--- config.mk ---
export PLATFORM = sky130hd
export DESIGN_NAME = keypad_scan_code_lock_core_flat
export DESIGN_NICKNAME = d
export VERILOG_FILES = /design/src/hdl/kscl_pkg.sv /design/src/hdl/kscl_if.sv /design/src/hdl/keypad_scan_code_lock_core.sv /design/src/flat_wrapper.sv
export SDC_FILE = /design/constraint.sdc
export NUM_CORES = 1
export LEC_CHECK = 0
export CAP_MARGIN = 20
export CORE_MARGIN = 4
export CORE_UTILIZATION = 50
export CTS_CLUSTER_DIAMETER = 60
export CTS_CLUSTER_SIZE = 30
export DETAILED_ROUTE_END_ITERATION = 10
export DONT_BUFFER_PORTS = 1
export GPL_TIMING_DRIVEN = 0
export PLACE_DENSITY = 0.69
export SLEW_MARGIN = 20
export SYNTH_ARGS = -nofsm -noshare
export SYNTH_HDL_FRONTEND = slang
export SYNTH_SLANG_ARGS = --single-unit
--- constraint.sdc ---
create_clock -name clk -period 2.7 [get_ports clk]
set_input_delay 0.54 -clock clk [delete_from_list [all_inputs] [get_ports clk]]
set_output_delay 0.54 -clock clk [all_outputs]
set_load 0.1 [all_outputs]
--- src/hdl/kscl_pkg.sv ---
// shared types, constants and helper functions for the keypad scanner and code lock
package kscl_pkg;

	localparam int ColW   = 4;
	localparam int RowW   = 4;
	localparam int CodeW  = 8;
	localparam int NumW   = 5;
	localparam int EntW   = 3;
	localparam int DigW   = 2;
	localparam int NumKeys = 4;
	localparam int CfgIdxW = 2;

	localparam logic [ColW-1:0] COLS_IDLE = 4'hF;
	localparam logic [RowW-1:0] ROW_NONE  = 4'hF;
	localparam logic [RowW-1:0] ROW_0     = 4'hE;
	localparam logic [RowW-1:0] ROW_1     = 4'hD;
	localparam logic [RowW-1:0] ROW_2     = 4'hB;
	localparam logic [RowW-1:0] ROW_3     = 4'h7;

	localparam logic [CfgIdxW-1:0] REG_CODE_KEY0 = 2'd0;
	localparam logic [CfgIdxW-1:0] REG_CODE_KEY1 = 2'd1;
	localparam logic [CfgIdxW-1:0] REG_CODE_KEY2 = 2'd2;
	localparam logic [CfgIdxW-1:0] REG_CODE_KEY3 = 2'd3;

	localparam logic [CodeW-1:0] CODE_KEY0_RST = 8'hBE;
	localparam logic [CodeW-1:0] CODE_KEY1_RST = 8'hD7;
	localparam logic [CodeW-1:0] CODE_KEY2_RST = 8'hDD;
	localparam logic [CodeW-1:0] CODE_KEY3_RST = 8'hDB;

	localparam logic [DigW-1:0] DIG_LAST = 2'd3;

	typedef struct packed {
		logic [RowW-1:0]  row_drive;
		logic             key_valid;
		logic [CodeW-1:0] key_code;
		logic [NumW-1:0]  key_number;
		logic [EntW-1:0]  digits_entered;
		logic             is_unlocked;
		logic             led_green;
		logic             led_red;
	} kscl_res_t;

	function automatic logic [2:0] low_bit_pos(input logic [3:0] nib);
		logic [2:0] pos;
		unique case (nib)
			4'hE:    pos = 3'd0;
			4'hD:    pos = 3'd1;
			4'hB:    pos = 3'd2;
			4'h7:    pos = 3'd3;
			default: pos = 3'd4;
		endcase
		return pos;
	endfunction

	function automatic logic [RowW-1:0] next_row(input logic [RowW-1:0] pat);
		logic [RowW-1:0] nx;
		unique case (pat)
			ROW_0:   nx = ROW_1;
			ROW_1:   nx = ROW_2;
			ROW_2:   nx = ROW_3;
			default: nx = ROW_0;
		endcase
		return nx;
	endfunction

	function automatic logic [NumW-1:0] key_num(input logic [CodeW-1:0] code);
		logic [2:0] r;
		logic [2:0] c;
		r = low_bit_pos(code[7:4]);
		c = low_bit_pos(code[3:0]);
		if (r[2] || c[2]) begin
			return '0;
		end
		return {1'b0, r[1:0], c[1:0]} + NumW'(1);
	endfunction

endpackage

--- src/hdl/kscl_if.sv ---
// valid/ready channel interfaces for scan ticks, results and register writes
interface kscl_scan_if import kscl_pkg::*; ();
	logic            valid;
	logic            ready;
	logic [ColW-1:0] column_sense;

	modport source (output valid, output column_sense, input ready);
	modport sink   (input valid, input column_sense, output ready);
endinterface

interface kscl_res_if import kscl_pkg::*; ();
	logic             valid;
	logic             ready;
	logic [RowW-1:0]  row_drive;
	logic             key_valid;
	logic [CodeW-1:0] key_code;
	logic [NumW-1:0]  key_number;
	logic [EntW-1:0]  digits_entered;
	logic             is_unlocked;
	logic             led_green;
	logic             led_red;

	modport source (output valid, output row_drive, output key_valid, output key_code,
		output key_number, output digits_entered, output is_unlocked, output led_green,
		output led_red, input ready);
	modport sink   (input valid, input row_drive, input key_valid, input key_code,
		input key_number, input digits_entered, input is_unlocked, input led_green,
		input led_red, output ready);
endinterface

interface kscl_cfg_if import kscl_pkg::*; ();
	logic               valid;
	logic               ready;
	logic [CfgIdxW-1:0] index;
	logic [CodeW-1:0]   data;

	modport source (output valid, output index, output data, input ready);
	modport sink   (input valid, input index, input data, output ready);
endinterface

--- src/hdl/keypad_scan_code_lock_core.sv ---
// keypad scanner and four-key combination lock, top level
//
//  channel  role   word
//  scan     sink   column_sense, one scan tick
//  result   source row_drive, key fields, digit count, lock and led state
//  cfg      sink   index, data: write of one expected scan code
//
// one word per cycle; a tick enters the input register, then one pass of
// scan and compare logic fills the result register.
// the lock state advances as a tick moves into the result register.
// reset clears the state and loads the default code; cfg is always ready.
// a stalled result holds the result register and backs up into the input register.
module keypad_scan_code_lock_core import kscl_pkg::*; (
	input  logic       clk,
	input  logic       arst_n,
	kscl_scan_if.sink  scan,
	kscl_res_if.source result,
	kscl_cfg_if.sink   cfg
);

	logic                  valid_s1;
	logic [ColW-1:0]       cols_s1;
	logic                  valid_s2;
	kscl_res_t             res_s2;
	logic                  advance;

	logic [CodeW-1:0]      code_q [NumKeys];
	logic                  wait_q;
	logic [RowW-1:0]       row_q;
	logic [DigW-1:0]       digit_q;
	logic                  match_q;
	logic                  unlocked_q;
	logic                  green_q;
	logic                  red_q;

	logic                  wait_d;
	logic [RowW-1:0]       row_d;
	logic [DigW-1:0]       digit_d;
	logic                  match_d;
	logic                  unlocked_d;
	logic                  green_d;
	logic                  red_d;
	kscl_res_t             res_d;

	assign advance     = valid_s1 && (!valid_s2 || result.ready);
	assign scan.ready  = !valid_s1 || advance;
	assign cfg.ready   = 1'b1;

	always_ff @(posedge clk or negedge arst_n) begin
		if (!arst_n) begin
			valid_s1 <= 1'b0;
		end else if (scan.ready) begin
			valid_s1 <= scan.valid;
		end
	end

	always_ff @(posedge clk) begin
		if (scan.valid && scan.ready) begin
			cols_s1 <= scan.column_sense;
		end
	end

	always_comb begin
		logic             key;
		logic [CodeW-1:0] code;
		logic [EntW-1:0]  entered;
		logic             match_now;

		wait_d     = wait_q;
		row_d      = row_q;
		digit_d    = digit_q;
		match_d    = match_q;
		unlocked_d = unlocked_q;
		green_d    = green_q;
		red_d      = red_q;
		key        = 1'b0;
		code       = '0;

		if (wait_q) begin
			if (cols_s1 == COLS_IDLE) begin
				wait_d = 1'b0;
				row_d  = ROW_0;
			end
		end else if (cols_s1 != COLS_IDLE) begin
			key    = 1'b1;
			code   = {row_q, cols_s1};
			wait_d = 1'b1;
		end else begin
			row_d = next_row(row_q);
		end

		entered   = {1'b0, digit_q};
		match_now = match_q && (code == code_q[digit_q]);

		if (key) begin
			if (unlocked_q) begin
				unlocked_d = 1'b0;
				green_d    = 1'b0;
				red_d      = 1'b0;
				digit_d    = '0;
				match_d    = 1'b1;
				entered    = '0;
			end else begin
				if (digit_q == '0) begin
					green_d = 1'b0;
					red_d   = 1'b0;
				end
				entered = {1'b0, digit_q} + EntW'(1);
				if (digit_q == DIG_LAST) begin
					if (match_now) begin
						unlocked_d = 1'b1;
						green_d    = 1'b1;
					end else begin
						red_d = 1'b1;
					end
					digit_d = '0;
					match_d = 1'b1;
				end else begin
					digit_d = digit_q + DigW'(1);
					match_d = match_now;
				end
			end
		end

		res_d.row_drive      = row_d;
		res_d.key_valid      = key;
		res_d.key_code       = code;
		res_d.key_number     = key ? key_num(code) : '0;
		res_d.digits_entered = entered;
		res_d.is_unlocked    = unlocked_d;
		res_d.led_green      = green_d;
		res_d.led_red        = red_d;
	end

	always_ff @(posedge clk or negedge arst_n) begin
		if (!arst_n) begin
			wait_q     <= 1'b1;
			row_q      <= ROW_NONE;
			digit_q    <= '0;
			match_q    <= 1'b1;
			unlocked_q <= 1'b0;
			green_q    <= 1'b0;
			red_q      <= 1'b0;
		end else if (advance) begin
			wait_q     <= wait_d;
			row_q      <= row_d;
			digit_q    <= digit_d;
			match_q    <= match_d;
			unlocked_q <= unlocked_d;
			green_q    <= green_d;
			red_q      <= red_d;
		end
	end

	always_ff @(posedge clk or negedge arst_n) begin
		if (!arst_n) begin
			code_q[REG_CODE_KEY0] <= CODE_KEY0_RST;
			code_q[REG_CODE_KEY1] <= CODE_KEY1_RST;
			code_q[REG_CODE_KEY2] <= CODE_KEY2_RST;
			code_q[REG_CODE_KEY3] <= CODE_KEY3_RST;
		end else if (cfg.valid && cfg.ready) begin
			code_q[cfg.index] <= cfg.data;
		end
	end

	always_ff @(posedge clk or negedge arst_n) begin
		if (!arst_n) begin
			valid_s2 <= 1'b0;
		end else if (!valid_s2 || result.ready) begin
			valid_s2 <= valid_s1;
		end
	end

	always_ff @(posedge clk) begin
		if (advance) begin
			res_s2 <= res_d;
		end
	end

	assign result.valid          = valid_s2;
	assign result.row_drive      = res_s2.row_drive;
	assign result.key_valid      = res_s2.key_valid;
	assign result.key_code       = res_s2.key_code;
	assign result.key_number     = res_s2.key_number;
	assign result.digits_entered = res_s2.digits_entered;
	assign result.is_unlocked    = res_s2.is_unlocked;
	assign result.led_green      = res_s2.led_green;
	assign result.led_red        = res_s2.led_red;

	// scanning always drives exactly one row
	a_row_onehot: assert property (@(posedge clk) disable iff (!arst_n)
		!wait_q |-> $onehot(~row_q))
		else $error("row pattern not a single low bit while scanning");

	// green tracks the unlocked state
	a_green_unlock: assert property (@(posedge clk) disable iff (!arst_n)
		valid_s2 |-> (res_s2.led_green == res_s2.is_unlocked))
		else $error("green led and unlock state disagree");

	a_leds_excl: assert property (@(posedge clk) disable iff (!arst_n)
		valid_s2 |-> !(res_s2.led_green && res_s2.led_red))
		else $error("both leds on");

	a_num_needs_key: assert property (@(posedge clk) disable iff (!arst_n)
		valid_s2 && !res_s2.key_valid |-> (res_s2.key_number == '0 && res_s2.key_code == '0))
		else $error("key fields set without a key");

	// a word held in the input register is never dropped
	a_s1_hold: assert property (@(posedge clk) disable iff (!arst_n)
		valid_s1 && !advance |=> valid_s1 && $stable(cols_s1))
		else $error("input register lost a word");

endmodule
--- src/flat_wrapper.sv ---
// flat-port wrapper written by rule: the top's interface ports become plain ports
module keypad_scan_code_lock_core_flat import kscl_pkg::*;
  (clk, arst_n, scan_valid, scan_column_sense, scan_ready, result_valid, result_row_drive, result_key_valid, result_key_code, result_key_number, result_digits_entered, result_is_unlocked, result_led_green, result_led_red, result_ready, cfg_valid, cfg_index, cfg_data, cfg_ready);
  kscl_scan_if scan_i ();
  kscl_res_if result_i ();
  kscl_cfg_if cfg_i ();
  input  logic clk;
  input  logic arst_n;
  input wire logic [$bits(scan_i.valid)-1:0] scan_valid;
  input wire logic [$bits(scan_i.column_sense)-1:0] scan_column_sense;
  output wire logic [$bits(scan_i.ready)-1:0] scan_ready;
  output wire logic [$bits(result_i.valid)-1:0] result_valid;
  output wire logic [$bits(result_i.row_drive)-1:0] result_row_drive;
  output wire logic [$bits(result_i.key_valid)-1:0] result_key_valid;
  output wire logic [$bits(result_i.key_code)-1:0] result_key_code;
  output wire logic [$bits(result_i.key_number)-1:0] result_key_number;
  output wire logic [$bits(result_i.digits_entered)-1:0] result_digits_entered;
  output wire logic [$bits(result_i.is_unlocked)-1:0] result_is_unlocked;
  output wire logic [$bits(result_i.led_green)-1:0] result_led_green;
  output wire logic [$bits(result_i.led_red)-1:0] result_led_red;
  input wire logic [$bits(result_i.ready)-1:0] result_ready;
  input wire logic [$bits(cfg_i.valid)-1:0] cfg_valid;
  input wire logic [$bits(cfg_i.index)-1:0] cfg_index;
  input wire logic [$bits(cfg_i.data)-1:0] cfg_data;
  output wire logic [$bits(cfg_i.ready)-1:0] cfg_ready;
  assign scan_i.valid = scan_valid;
  assign scan_i.column_sense = scan_column_sense;
  assign scan_ready = scan_i.ready;
  assign result_valid = result_i.valid;
  assign result_row_drive = result_i.row_drive;
  assign result_key_valid = result_i.key_valid;
  assign result_key_code = result_i.key_code;
  assign result_key_number = result_i.key_number;
  assign result_digits_entered = result_i.digits_entered;
  assign result_is_unlocked = result_i.is_unlocked;
  assign result_led_green = result_i.led_green;
  assign result_led_red = result_i.led_red;
  assign result_i.ready = result_ready;
  assign cfg_i.valid = cfg_valid;
  assign cfg_i.index = cfg_index;
  assign cfg_i.data = cfg_data;
  assign cfg_ready = cfg_i.ready;
  keypad_scan_code_lock_core u_core (.clk(clk), .arst_n(arst_n), .scan(scan_i), .result(result_i), .cfg(cfg_i));
endmodule
; Word level (Yosys, flattened, before mapping)
; Index checks and enable logic that the tools add are counted.
[classes]
n_bitwise = 3
add_sub_neg = 3
n_eq_ne = 15
n_reduce_logical = 12
magnitude_cmp = 3
n_mux = 41
[op_table]
columns = op, count
row1 = $eq 4x4->1 const B, 10
row2 = $mux 8, 5
row3 = $bwmux 32, 1
row4 = $pmux 3 s4, 2
row5 = $mux 1, 21
row6 = $bmux 8 s2, 1
row7 = $demux 8 s2, 1
row8 = $mux 4, 3
row9 = $pmux 4 s3, 1
row10 = $mux 5, 2
row11 = $eq 4x3->1 const B, 2
row12 = $eq 8x8->1, 1
row13 = $mux 2, 4
row14 = $ge 3x3->1 const B, 2
row15 = $not 2->3, 2
row16 = $add 4x1->5 const B, 1
row17 = $logic_and 1x1->1, 4
row18 = $ne 4x4->1 const B, 1
row19 = $add 2x1->3 const B, 1
row20 = $logic_or 1x1->1, 3
row21 = $lt 3x1->1 const B, 1
row22 = $add 2x1->2 const B, 1
row23 = $eq 2x2->1 const B, 1
row24 = $logic_not 1->1, 2
row25 = other kinds (4), 4
[word_totals]
output_inout_bits = 27
ff_bits = 73
elab_cells = 100
inputBits = 19

; Longest topological paths before layout
; Gate-level depths: netlist (run 1).
[depth]
word_depth = 10
depth_mapped = 8

; Worst setup path before layout (run 1)
; No wires, ideal clock.
[synth_timing]
kind = reg-to-reg
start = register u_core.valid_s2 (netlist: u_core.result.valid)
end = register u_core.cols_s1[0], enable pin
slack_ps = -33
n_path_buf = 0
t_required_ps = 2436
stages_incl_launch_ff = 3
period_less_slack_ps = 2733
t_arrival_ps = 2470
path_cell_list = dfrtp_1 -> nand3b_1 -> and2_1
[synth_between]
elab_chain_cells = 5
[synth_rtl]
columns = element, line
row1 = from (decl), keypad_scan_code_lock_core.sv:23  ; logic valid_s2;
row2 = from (signal assigned), keypad_scan_code_lock_core.sv:170  ; valid_s2 <= valid_s1;
row3 = $logic_not 1->1, keypad_scan_code_lock_core.sv:45  ; assign advance = valid_s1 && (!valid_s2 || result.ready);
row4 = $logic_or 1x1->1, keypad_scan_code_lock_core.sv:45
row5 = $logic_and 1x1->1, keypad_scan_code_lock_core.sv:45
row6 = $logic_or 1x1->1, keypad_scan_code_lock_core.sv:46  ; assign scan.ready = !valid_s1 || advance;
row7 = via scan_ready, flat_wrapper.sv:11  ; output wire logic [$bits(scan_i.ready)-1:0] scan_ready;
row8 = $logic_and 1x1->1, keypad_scan_code_lock_core.sv:58  ; if (scan.valid && scan.ready) begin
row9 = to (signal assigned), keypad_scan_code_lock_core.sv:59  ; cols_s1 <= scan.column_sense;
row10 = to (decl), keypad_scan_code_lock_core.sv:22  ; logic [ColW-1:0] cols_s1;
; The timed path passes the listed nets, and every way through them passes these cells.
; A chain may end at the register's enable or synchronous reset.

; Final worst setup path (run 1)
[layout_timing]
start = register u_core.digit_q[0]
end = register u_core.res_s2 (netlist bit u_core.result.led_red), data pin
[layout_between]
elab_chain_cells = 10
word_cells_on_any_way = 13
[layout_rtl]
columns = element, line
row1 = from (decl), keypad_scan_code_lock_core.sv:30  ; logic [DigW-1:0] digit_q;
row2 = from (signal assigned), keypad_scan_code_lock_core.sv:147  ; digit_q <= digit_d;
row3 = $not 2->3 (not written as such), keypad_scan_code_lock_core.sv:93  ; match_now = match_q && (code == code_q[digit_q]);
row4 = $bmux 8 s2, keypad_scan_code_lock_core.sv:93
row5 = $mux 8 (not written as such) (2 in series), keypad_scan_code_lock_core.sv:93
row6 = $eq 8x8->1, keypad_scan_code_lock_core.sv:93
row7 = $logic_and 1x1->1, keypad_scan_code_lock_core.sv:93
row8 = $mux 1, keypad_scan_code_lock_core.sv:110  ; if (match_now) begin
row9 = $mux 1 (*), keypad_scan_code_lock_core.sv:109  ; if (digit_q == DIG_LAST) begin
row10 = $mux 1 (*), keypad_scan_code_lock_core.sv:96  ; if (unlocked_q) begin
row11 = $mux 1 (*), keypad_scan_code_lock_core.sv:95  ; if (key) begin
row12 = via u_core.red_d, keypad_scan_code_lock_core.sv:42  ; logic red_d;
row13 = to (signal assigned), keypad_scan_code_lock_core.sv:176  ; res_s2 <= res_d;
row14 = to (decl), keypad_scan_code_lock_core.sv:24  ; kscl_res_t res_s2;
; The timed path passes the listed nets; every way through them passes the cells marked *. The select of a mux whose other input is x is not followed.

==> results.toml, run 1 <==
[run_status]
status = "finished, final reports clean"

[timing]
relSlewSlack_pct = 31.7
period_minus_slack_ns = 2.57
finalCritPeriodShare_pct = 95.3
tightest_slew_ns = 1.02
fin_ws_ns = 0.127
setup_tns_ns = 0
slew_viol_final = 0
fin_skew_ns = 0.00946
hold_viol_final = 0
setup_violations = 0
fmax_ghz = 0.389
rsz0062_at_grt = "no"

[final_layout]
fillCellCount = 573
final_cells = 386
drive_above_1_share_pct = 35.9
multi_input_area_sq_um = 1430
final_core_util_pct = 57.9
n_antenna_cell = 0
fin_area_sq_um = 3960
layout.nets = 307
syn2layout_area_growth_pct = 11.7
regArea_sq_um = 2010

[synth]
synth-seq-area-share_pct = 56.6
ys_async_sr_fraction_pct = 61.6
syn_inst = 271
synth_nets = 293
ys_ff_latch = 73
yosysWarnings = 0
syn_area_sq_um = 3540
avgSynthCellArea_sq_um = 13.1
ys_dominant_reg_cell = "dfstp_2"
synth-edff-count = 28
yosysUniqueCellTypes = 55

[placement]
gp_congestion = 0.792
io_buffers = 0
post-place-ws_ns = -0.174
place_inst = 367
hpwl_mm = 4.66
dpl_cell_area_sq_um = 3670

[worst_setup_path]
ff2ff_path_depth = 6
cpMaxStageDelayCell = "mux4_2"
critPathMaxStageDelay_ns = 0.57
cp-end-kind = "register"
r2r-end = "u_core.result.led_red$_DFFE_PP_"
rr_startpoint = "u_core.digit_q[0]$_DFFE_PN0P_"
arrival_ns = 2.68
worstSetupStartpointType = "register"
crit_fanout = 10
crit_chain = "buf_6, mux4_2, nor4b_1, a31oi_1, a22o_1, o31a_1"
critPathKind = "reg -> reg"
cp_top_family = "compound AO/OA/AOI/OAI gates"
cp_num_buf_inv = 1
worstPathRequired_ns = 2.80
r2r_setup_slack_ns = 0.13

[floorplan]
fp.dieArea_sq_um = 8500
core_sq_um = 6830
initial_utilization_pct = 51.9
rows = 30
die_x_um = 92.2
io_pins = 46
fp.dieH_um = 92.2

[global_routing]
antenna_found_initial = 0
grt-ovfl-total = 0
met3_usage_pct = 5.00
gr-usage-met2_pct = 26.7
grt.met1_usage_pct = 22.9
grt.busiest_layer = "met2"
grt_pass1_vias = 2150
grt_usage_pct = 17.4
grt_pass1_wl_mm = 11.2
grt_max_degree = 32

[cts]
numCtsBuffers = 9
clk_latency_ns = 0.35
clk_pin_slew_ns = 0.08
cts_tree = "built"
clock_sinks = 73
cts_setup_buffers = 0
clockRootBuffer = "clkbuf_8"
ctsLongestPathBuffers = 2
htreeDepth = 3

[power_and_ir_drop]
p_leak_nw = 1.49
ir_drop_uv = 419
pwr_density_cell_nw_per_um2 = 947

[route]
drtIter0Drc = 113
routed-via-count = 2192
ant_nets = 0
drt_first_pass_iters = 4
wl_per_cell_um = 17.7
wirelength_mm = 6.81
drt-vias-per-instance = 5.68
drc_errors = 0

[job]
drv_cap = 0

[worst_hold_path]
min_path_type = "in -> async"
kinds of logic (layout without fill, tap and decap cells):
group | after synthesis | in the layout | synth area share (%)
AND/OR/NAND/NOR | 77 | 77 | 11.9
AO/OA/AOI/OAI | 41 | 41 | 8.86
adder cells (fa/ha/maj) | 3 | 3 | 1.06
other | 1 | 1 | 0.106
buffers and inverters | 26 | 45 | 3.32
flip-flops | 73 | 73 | 56.6
multiplexers | 44 | 44 | 16.7
XOR/XNOR | 6 | 6 | 1.48
synth_stat cells, drive strengths merged, types with 3 or more instances:
cell | instances | area (sq um)
or3 | 4 | 26.3
o31ai | 4 | 45.1
edfxtp | 28 | 841
clkbuf | 5 | 18.8
and2 | 6 | 37.5
inv | 15 | 56.3
nand2b | 11 | 68.8
a21oi | 5 | 25.0
dfrtp | 15 | 375
nand3 | 5 | 25.0
nor4b | 3 | 26.3
ha | 3 | 37.5
xnor2 | 6 | 52.6
buf | 5 | 38.8
nor2 | 14 | 52.6
nand3b | 4 | 30.0
nand2 | 15 | 56.3
mux2 | 36 | 405
mux4 | 8 | 188
and3 | 3 | 18.8
dfstp | 30 | 788
nor3b | 3 | 22.5
o21ai | 11 | 55.1
a31oi | 3 | 18.8
registers in the layout (all words and copies together), names as in the netlist:
register                      flops
u_core.code_q                    32
u_core.result.key_code            8
u_core.result.key_number          5
u_core.cols_s1                    4
u_core.result.row_drive           4
u_core.row_q                      4
u_core.result.digits_entered      3
u_core.digit_q                    2
u_core.green_q                    1
u_core.match_q                    1
u_core.red_q                      1
u_core.result.is_unlocked         1
u_core.result.key_valid           1
u_core.result.led_green           1
u_core.result.led_red             1
u_core.result.valid               1
u_core.unlocked_q                 1
u_core.valid_s1                   1
u_core.wait_q                     1
cell type report:
class	count	share of cell area, %
flip-flops and latches	73	50.7
clock buffers	11	3.57
plain buffers	10	1.49
inverters	16	1.52
multi-input cells	172	36.1
repair buffers	3	1.04
clock inverters	5	2.59
well taps	96	3.04
worst register-to-register path: cells and delay by family, from the launching register on:
kind,cells,cell delay [ns]
buffers and inverters,1,0.21
AND/OR/NAND/NOR,1,0.29
AO/OA/AOI/OAI,3,0.78
flip-flops,1,0.48
multiplexers,1,0.57
worst max-delay path by stage:
stage	start	end	slack, ns	cells after the start
2_1_floorplan	u_core.result.valid$_DFFE_PN0P_	u_core.cols_s1[0]$_DFFE_PP_	0.01	2
3_5_place_dp	u_core.result.valid$_DFFE_PN0P_	u_core.cols_s1[3]$_DFFE_PP_	-0.17	2
6_report	u_core.digit_q[0]$_DFFE_PN0P_	u_core.result.led_red$_DFFE_PP_	0.13	6
4_1_cts	u_core.digit_q[1]$_DFFE_PN0P_	u_core.result.led_red$_DFFE_PP_	0.04	6
5_1_grt	u_core.result.valid$_DFFE_PN0P_	u_core.red_q$_DFFE_PN0P_	0.02	6
3_3_place_gp	u_core.result.valid$_DFFE_PN0P_	u_core.cols_s1[3]$_DFFE_PP_	-0.17	2
layout by cell type, fill, tap and decap left out, drive strengths merged, types with 4 or more instances in the layout:
| cell type | n |
|---|---|
| or3 | 4 |
| mux2 | 36 |
| o31ai | 4 |
| o21ai | 11 |
| edfxtp | 28 |
| nand3b | 4 |
| nand2 | 15 |
| nand2b | 11 |
| inv | 15 |
| a21oi | 5 |
| nor2 | 14 |
| dfstp | 30 |
| dfrtp | 15 |
| xnor2 | 6 |
| and2 | 6 |
| mux4 | 8 |
| nand3 | 5 |
| buf | 6 |
| clkbuf | 17 |
routing by layer:
layer	part of all wire, %	wire [um]	vias to the layer above
li1	-	-	1032
met1	45	3070	1091
met2	47	3200	58
met3	6.3	429	11
met4	1.7	113	0
met5	0	0	-
repair_timing:
| action | in CTS | in global routing |
|---|---|---|
| endpoints found under the setup margin | 6 | 1 |
| gates cloned | 0 | 0 |
| pin swaps | 1 | 0 |
| endpoints found under the hold margin | 15 | 0 |
| resized for setup | 1 | 2 |
| hold buffers | 1 | 0 |
metrics by stage:
stage                     hold WS (ns)  power (mW)
after floorplan                  0.244        2.52
after global placement           0.248        2.69
after detailed placement         0.249        2.71
after CTS                       0.0155        3.77
after global routing            0.0106        3.94
final                           0.0308        3.75
report_power, final:
part / leakage (nW) / switching (mW) / internal, mW
combinational: 0.599 / 0.444 / 0.408
clock: 0.120 / 0.402 / 0.638
sequential: 0.773 / 0.421 / 1.43
Power figures use the tool's default switching activity.
==> run 2, diff against run 1 <==
- CORE_ASPECT_RATIO: unset -> 1.25
==> run 2 against run 1 <==
Final cell count is 2.1% lower; via count is 0.23% lower; register-to-register slack better by 0.04 ns; sequential share of layout area is 1.3 points higher; non-clock buffer count is 2 lower; combinational power is 1% lower; critical path depth stayed put; sequential cell count stayed put; power is 6.6% lower; count of clock-buffer cells in the layout is 2 lower; clock power is 23% lower; final area is 2.3% lower; critical path type unchanged.
==> results.toml, run 2 (synthesis gave the netlist of run 1 again) <==
[global_routing]
antenna_found_initial = 0
grt_max_degree = 32
grt_usage_pct = 18.0
grt_pass1_wl_mm = 11.6
grt-ovfl-total = 0
grt_pass1_vias = 2300

[final_layout]
layout_common_cells = "mux2_2 (36), dfstp_2 (30), edfxtp_1 (28), nand2_1 (15)"
fillCellCount = 584
largest_reg_flops = 32
top_register = "u_core.code_q"
layout.nets = 305
syn2layout_area_growth_pct = 9.07
n_antenna_cell = 0
drive_above_1_share_pct = 35.8
layout_commonest_cell = "mux2_2"

[timing]
period_minus_slack_ns = 2.54
fin_skew_ns = 0.00849
tightest_slew_ns = 1.15
slew_viol_final = 0
rsz0062_at_grt = "no"
setup_violations = 0
finalCritPeriodShare_pct = 94.0
fmax_ghz = 0.394
hold_viol_final = 0
fin_ws_ns = 0.163
relSlewSlack_pct = 23.4

[route]
wl_per_cell_um = 18.3
routed-via-count = 2187
drt_first_pass_iters = 4
drtIter0Drc = 105
drc_errors = 0
ant_nets = 0
drt-vias-per-instance = 5.79
wirelength_mm = 6.92

[cts]
ctsLongestPathBuffers = 2
clockRootBuffer = "clkbuf_8"
cts_tree = "built"
clock_sinks = 73
clk_latency_ns = 0.35
clk_pin_slew_ns = 0.08
htreeDepth = 3
numCtsBuffers = 9

[placement]
hpwl_mm = 4.87
gp_congestion = 0.906
post-place-ws_ns = -0.173
io_buffers = 0

[worst_setup_path]
arrival_ns = 2.64
r2r_setup_slack_ns = 0.16
ff2ff_path_depth = 6
crit_start = "u_core.digit_q[0]$_DFFE_PN0P_"
endpoint = "u_core.result.led_red$_DFFE_PP_"
critPathKind = "reg -> reg"
worstSetupStartpointType = "register"
crit_fanout = 10
rr_startpoint = "u_core.digit_q[0]$_DFFE_PN0P_"
worstPathRequired_ns = 2.81
cp-end-kind = "register"
r2r-end = "u_core.result.led_red$_DFFE_PP_"

[power_and_ir_drop]
ir_drop_uv = 460
p_leak_nw = 1.45
pwr_density_cell_nw_per_um2 = 905
power_mw = 3.50

[worst_hold_path]
min_path_type = "in -> async"

[run_status]
status = "finished, final reports clean"

[floorplan]
die_x_um = 83.3
fp.dieArea_sq_um = 8510
rows = 34
fp.dieH_um = 102
initial_utilization_pct = 51.1
io_pins = 46
core_sq_um = 6930

[job]
drv_cap = 0
==> run 2: cell count changes in the layout (fill, tap and decap cells not counted), sizes merged <==
cell,previous run,this run
clkbuf,17,14
clkinv,2,7
inv,15,14
bufinv,3,1
buf,6,5
==> run 2: stage by stage <==
stage | instance area [sq um] | utilization (%) | TNS (ns) | hold WS, ns | std cells
after floorplan | 3540 | - | 0 | 0.244 | 271
after global placement | 3660 | 52.7 | -0.694 | 0.249 | 361
after detailed placement | 3660 | 52.8 | -0.799 | 0.248 | 361
after CTS | 3860 | 55.6 | 0 | 0.0157 | 378
after global routing | 3860 | 55.7 | 0 | 0.0107 | 378
final | 3860 | 55.7 | 0 | 0.0350 | 378
==> run 2: layer usage <==
layer  GRT usage [%]  vias to the layer above  wire (um)
li1                -                     1026          -
met4            11.4                        0        147
met3            5.81                       10        441
met1            20.3                     1099       2860
met2            29.9                       52       3470
met5               0                        -          0
==> run 2: worst min-delay path by stage <==
stage | from | slack (ns) | endpoint | cells after the start
final | arst_n | 0.03 | u_core.match_q$_DFFE_PN1P_ | 0
after detailed placement | arst_n | 0.25 | u_core.red_q$_DFFE_PN0P_ | 0
after CTS | arst_n | 0.02 | u_core.match_q$_DFFE_PN1P_ | 0
after global routing | arst_n | 0.01 | u_core.match_q$_DFFE_PN1P_ | 0
after floorplan | arst_n | 0.24 | u_core.code_q[13]$_DFFE_PN0P_ | 0
after global placement | arst_n | 0.25 | u_core.result.valid$_DFFE_PN0P_ | 0
==> run 2: cell type report <==
| cell class | count | area (sq um) | share of cell area (%) |
|---|---|---|---|
| plain buffers | 10 | 58.8 | 1.52 |
| clock buffers | 9 | 124 | 3.20 |
| clock inverters | 7 | 61.3 | 1.59 |
| inverters | 16 | 63.8 | 1.65 |
| multi-input cells | 172 | 1430 | 36.9 |
| flip-flops and latches | 73 | 2010 | 52.0 |
| well taps | 90 | 113 | 2.91 |
| repair buffers | 1 | 10.0 | 0.259 |
==> run 2: critical path: stages, from the launching register on <==
cell and delay, ns:
dfrtp_1 0.48, buf_6 0.21, mux4_2 0.53, a221o_1 0.38, or3_1 0.33, buf_6 0.15, o31a_1 0.22
==> run 2: report_power, final <==
group          internal (mW)  leakage (nW)  switching, mW
logic                  0.401         0.578          0.440
registers               1.44         0.774          0.426
clock network          0.417        0.0978          0.381
==> run 2: repair_timing <==
action	4_1_cts	5_1_grt
gates resized for setup	1	4
hold endpoints to repair	15	0
pin swaps	1	0
buffers inserted	0	0
endpoints found under the setup margin	6	30
hold buffers	1	0
==> run 3, diff against run 2 <==
- clock period: 2.7 -> 2.9 ns (I/O delays scaled with it)
==> run 3 against run 2 <==
Fmax shrank 3.7%; wire length shrank 0.98%; register-to-register slack better by 0.10 ns; critical path depth is the same; first-iteration DRC count down 12%; sequential cell count stayed put; final area decreased by 0.58%; global-route usage is 0.60 points lower; largest cell class unchanged; largest power group unchanged.
==> results.toml, run 3 (synthesis gave the netlist of run 1 again) <==
[floorplan]
fp.dieArea_sq_um = 8510
core_sq_um = 6930
die_x_um = 83.3
io_pins = 46
fp.dieH_um = 102
rows = 34
initial_utilization_pct = 51.1

[cts]
cts_setup_buffers = 0
clk_latency_ns = 0.35
htreeDepth = 3
cts_tree = "built"
ctsLongestPathBuffers = 2
clk_pin_slew_ns = 0.08
numCtsBuffers = 9
clockRootBuffer = "clkbuf_8"
clock_sinks = 73

[final_layout]
top_register = "u_core.code_q"
layout_commonest_cell = "mux2_2"
largest_reg_flops = 32
layout_common_cells = "mux2_2 (36), dfstp_2 (30), edfxtp_1 (28), nand2_1 (15)"
n_antenna_cell = 0
final_cells = 378
fillCellCount = 606
fin_area_sq_um = 3840
syn2layout_area_growth_pct = 8.44
drive_above_1_share_pct = 34.7
layout.nets = 305

[timing]
slew_viol_final = 0
setup_violations = 0
finalCritPeriodShare_pct = 90.9
rsz0062_at_grt = "no"
fmax_ghz = 0.379
period_minus_slack_ns = 2.64
tightest_slew_ns = 1.14
setup_tns_ns = 0
relSlewSlack_pct = 23.8
hold_viol_final = 0
fin_skew_ns = 0.00848

[worst_setup_path]
crit_fanout = 10
rr_startpoint = "u_core.digit_q[1]$_DFFE_PN0P_"
worstSetupStartpointType = "register"
critPathKind = "reg -> reg"
cp-end-kind = "register"
worstPathRequired_ns = 3.00
cp_num_buf_inv = 1
cp_top_family = "compound AO/OA/AOI/OAI gates"
critPathMaxStageDelay_ns = 0.50
arrival_ns = 2.74
ff2ff_path_depth = 6
r2r_setup_slack_ns = 0.26
r2r-end = "u_core.result.led_red$_DFFE_PP_"
cpMaxStageDelayCell = "clkbuf_1"
crit_chain = "clkbuf_1, mux4_2, nor4b_1, a31oi_1, a22o_1, o31a_1"

[route]
drt-vias-per-instance = 5.80
wl_per_cell_um = 18.1
drc_errors = 0
wirelength_mm = 6.85
ant_nets = 0
routed-via-count = 2191
drtIter0Drc = 92
drt_first_pass_iters = 4

[placement]
io_buffers = 0
hpwl_mm = 4.84
place_inst = 361
gp_congestion = 0.904
dpl_cell_area_sq_um = 3660

[power_and_ir_drop]
p_int_mw = 2.05
combPwrFrac_pct = 24.5
power_mw = 3.21
clkPwrFrac_pct = 21.6
ir_drop_uv = 409
swShare_pct = 36.2
pwr_density_cell_nw_per_um2 = 834
p_leak_nw = 1.43
p_seq_share_pct = 54.0
switchingPower_mw = 1.16

[global_routing]
grt-ovfl-total = 0
antenna_found_initial = 0
grt_usage_pct = 17.4
grt_pass1_vias = 2217
grt_pass1_wl_mm = 11.2
grt_max_degree = 32

[run_status]
status = "finished, final reports clean"

[worst_hold_path]
min_path_type = "in -> async"

[job]
drv_cap = 0
[run 3: changes by cell type in the layout (fill, tap and decap cells not counted)]
cell,before,now
clkbuf_1,4,9
clkinv_1,3,1
clkinv_2,3,1
bufinv_16,1,0
clkbuf_2,1,0
clkbuf_8,9,10
dfrtp_2,0,1
dfrtp_4,1,0
[run 3: how the worst max path moves through the flow]
stage,from,end,slack (ns),cells past startpoint
after floorplan,u_core.result.valid$_DFFE_PN0P_,u_core.cols_s1[0]$_DFFE_PP_,0.17,2
after global placement,u_core.result.valid$_DFFE_PN0P_,u_core.cols_s1[3]$_DFFE_PP_,-0.007,2
after detailed placement,u_core.result.valid$_DFFE_PN0P_,u_core.cols_s1[2]$_DFFE_PP_,0.0008,2
after CTS,u_core.digit_q[1]$_DFFE_PN0P_,u_core.result.led_red$_DFFE_PP_,0.25,6
after global routing,u_core.digit_q[1]$_DFFE_PN0P_,u_core.result.led_red$_DFFE_PP_,0.11,6
final,u_core.digit_q[1]$_DFFE_PN0P_,u_core.result.led_red$_DFFE_PP_,0.26,6
[run 3: area by class of cell]
class                   instances  area, sq um  share of cell area [%]
multi-input cells             172         1430                    37.1
clock inverters                 2         13.8                   0.358
clock buffers                  14          153                    3.97
repair buffers                  1         10.0                   0.261
plain buffers                  10         57.6                    1.50
inverters                      16         63.8                    1.66
flip-flops and latches         73         2010                    52.2
well taps                      90          113                    2.93
[run 3: stage by stage]
stage	setup WS [ns]	util [%]	hold slack (ns)
2_1_floorplan	0.167	-	0.284
3_3_place_gp	-0.00709	52.7	0.289
3_5_place_dp	0.000765	52.8	0.289
4_1_cts	0.251	55.4	0.0527
5_1_grt	0.111	55.4	0.0445
6_report	0.264	55.4	0.0691
[run 3: routing by layer]
layer	vias up	part of all wire, %	global-route usage [%]	routed length [um]
met3	18	5.8	5.32	394
met5	-	0	0	0
met1	1086	41	19.8	2830
met2	57	49	29.0	3370
li1	1030	-	-	-
met4	0	3.7	10.9	254
[run 3: power by group through the flow]
stage	Sequential (mW)	Combinational, mW	Clock, mW
finish	1.73	0.785	0.691
global route	1.75	0.875	0.757
CTS	1.73	0.788	0.717
detailed placement	1.75	0.779	0
global placement	1.74	0.762	0
floorplan	1.71	0.637	0
[run 3: timing repair]
action / in CTS / in global routing
endpoints found under the hold margin: 15 / 0
cloned: 0 / 0
setup endpoints to repair: 5 / 1
pin swaps: 1 / 0
gates resized for setup: 1 / 1
hold buffers: 1 / 0
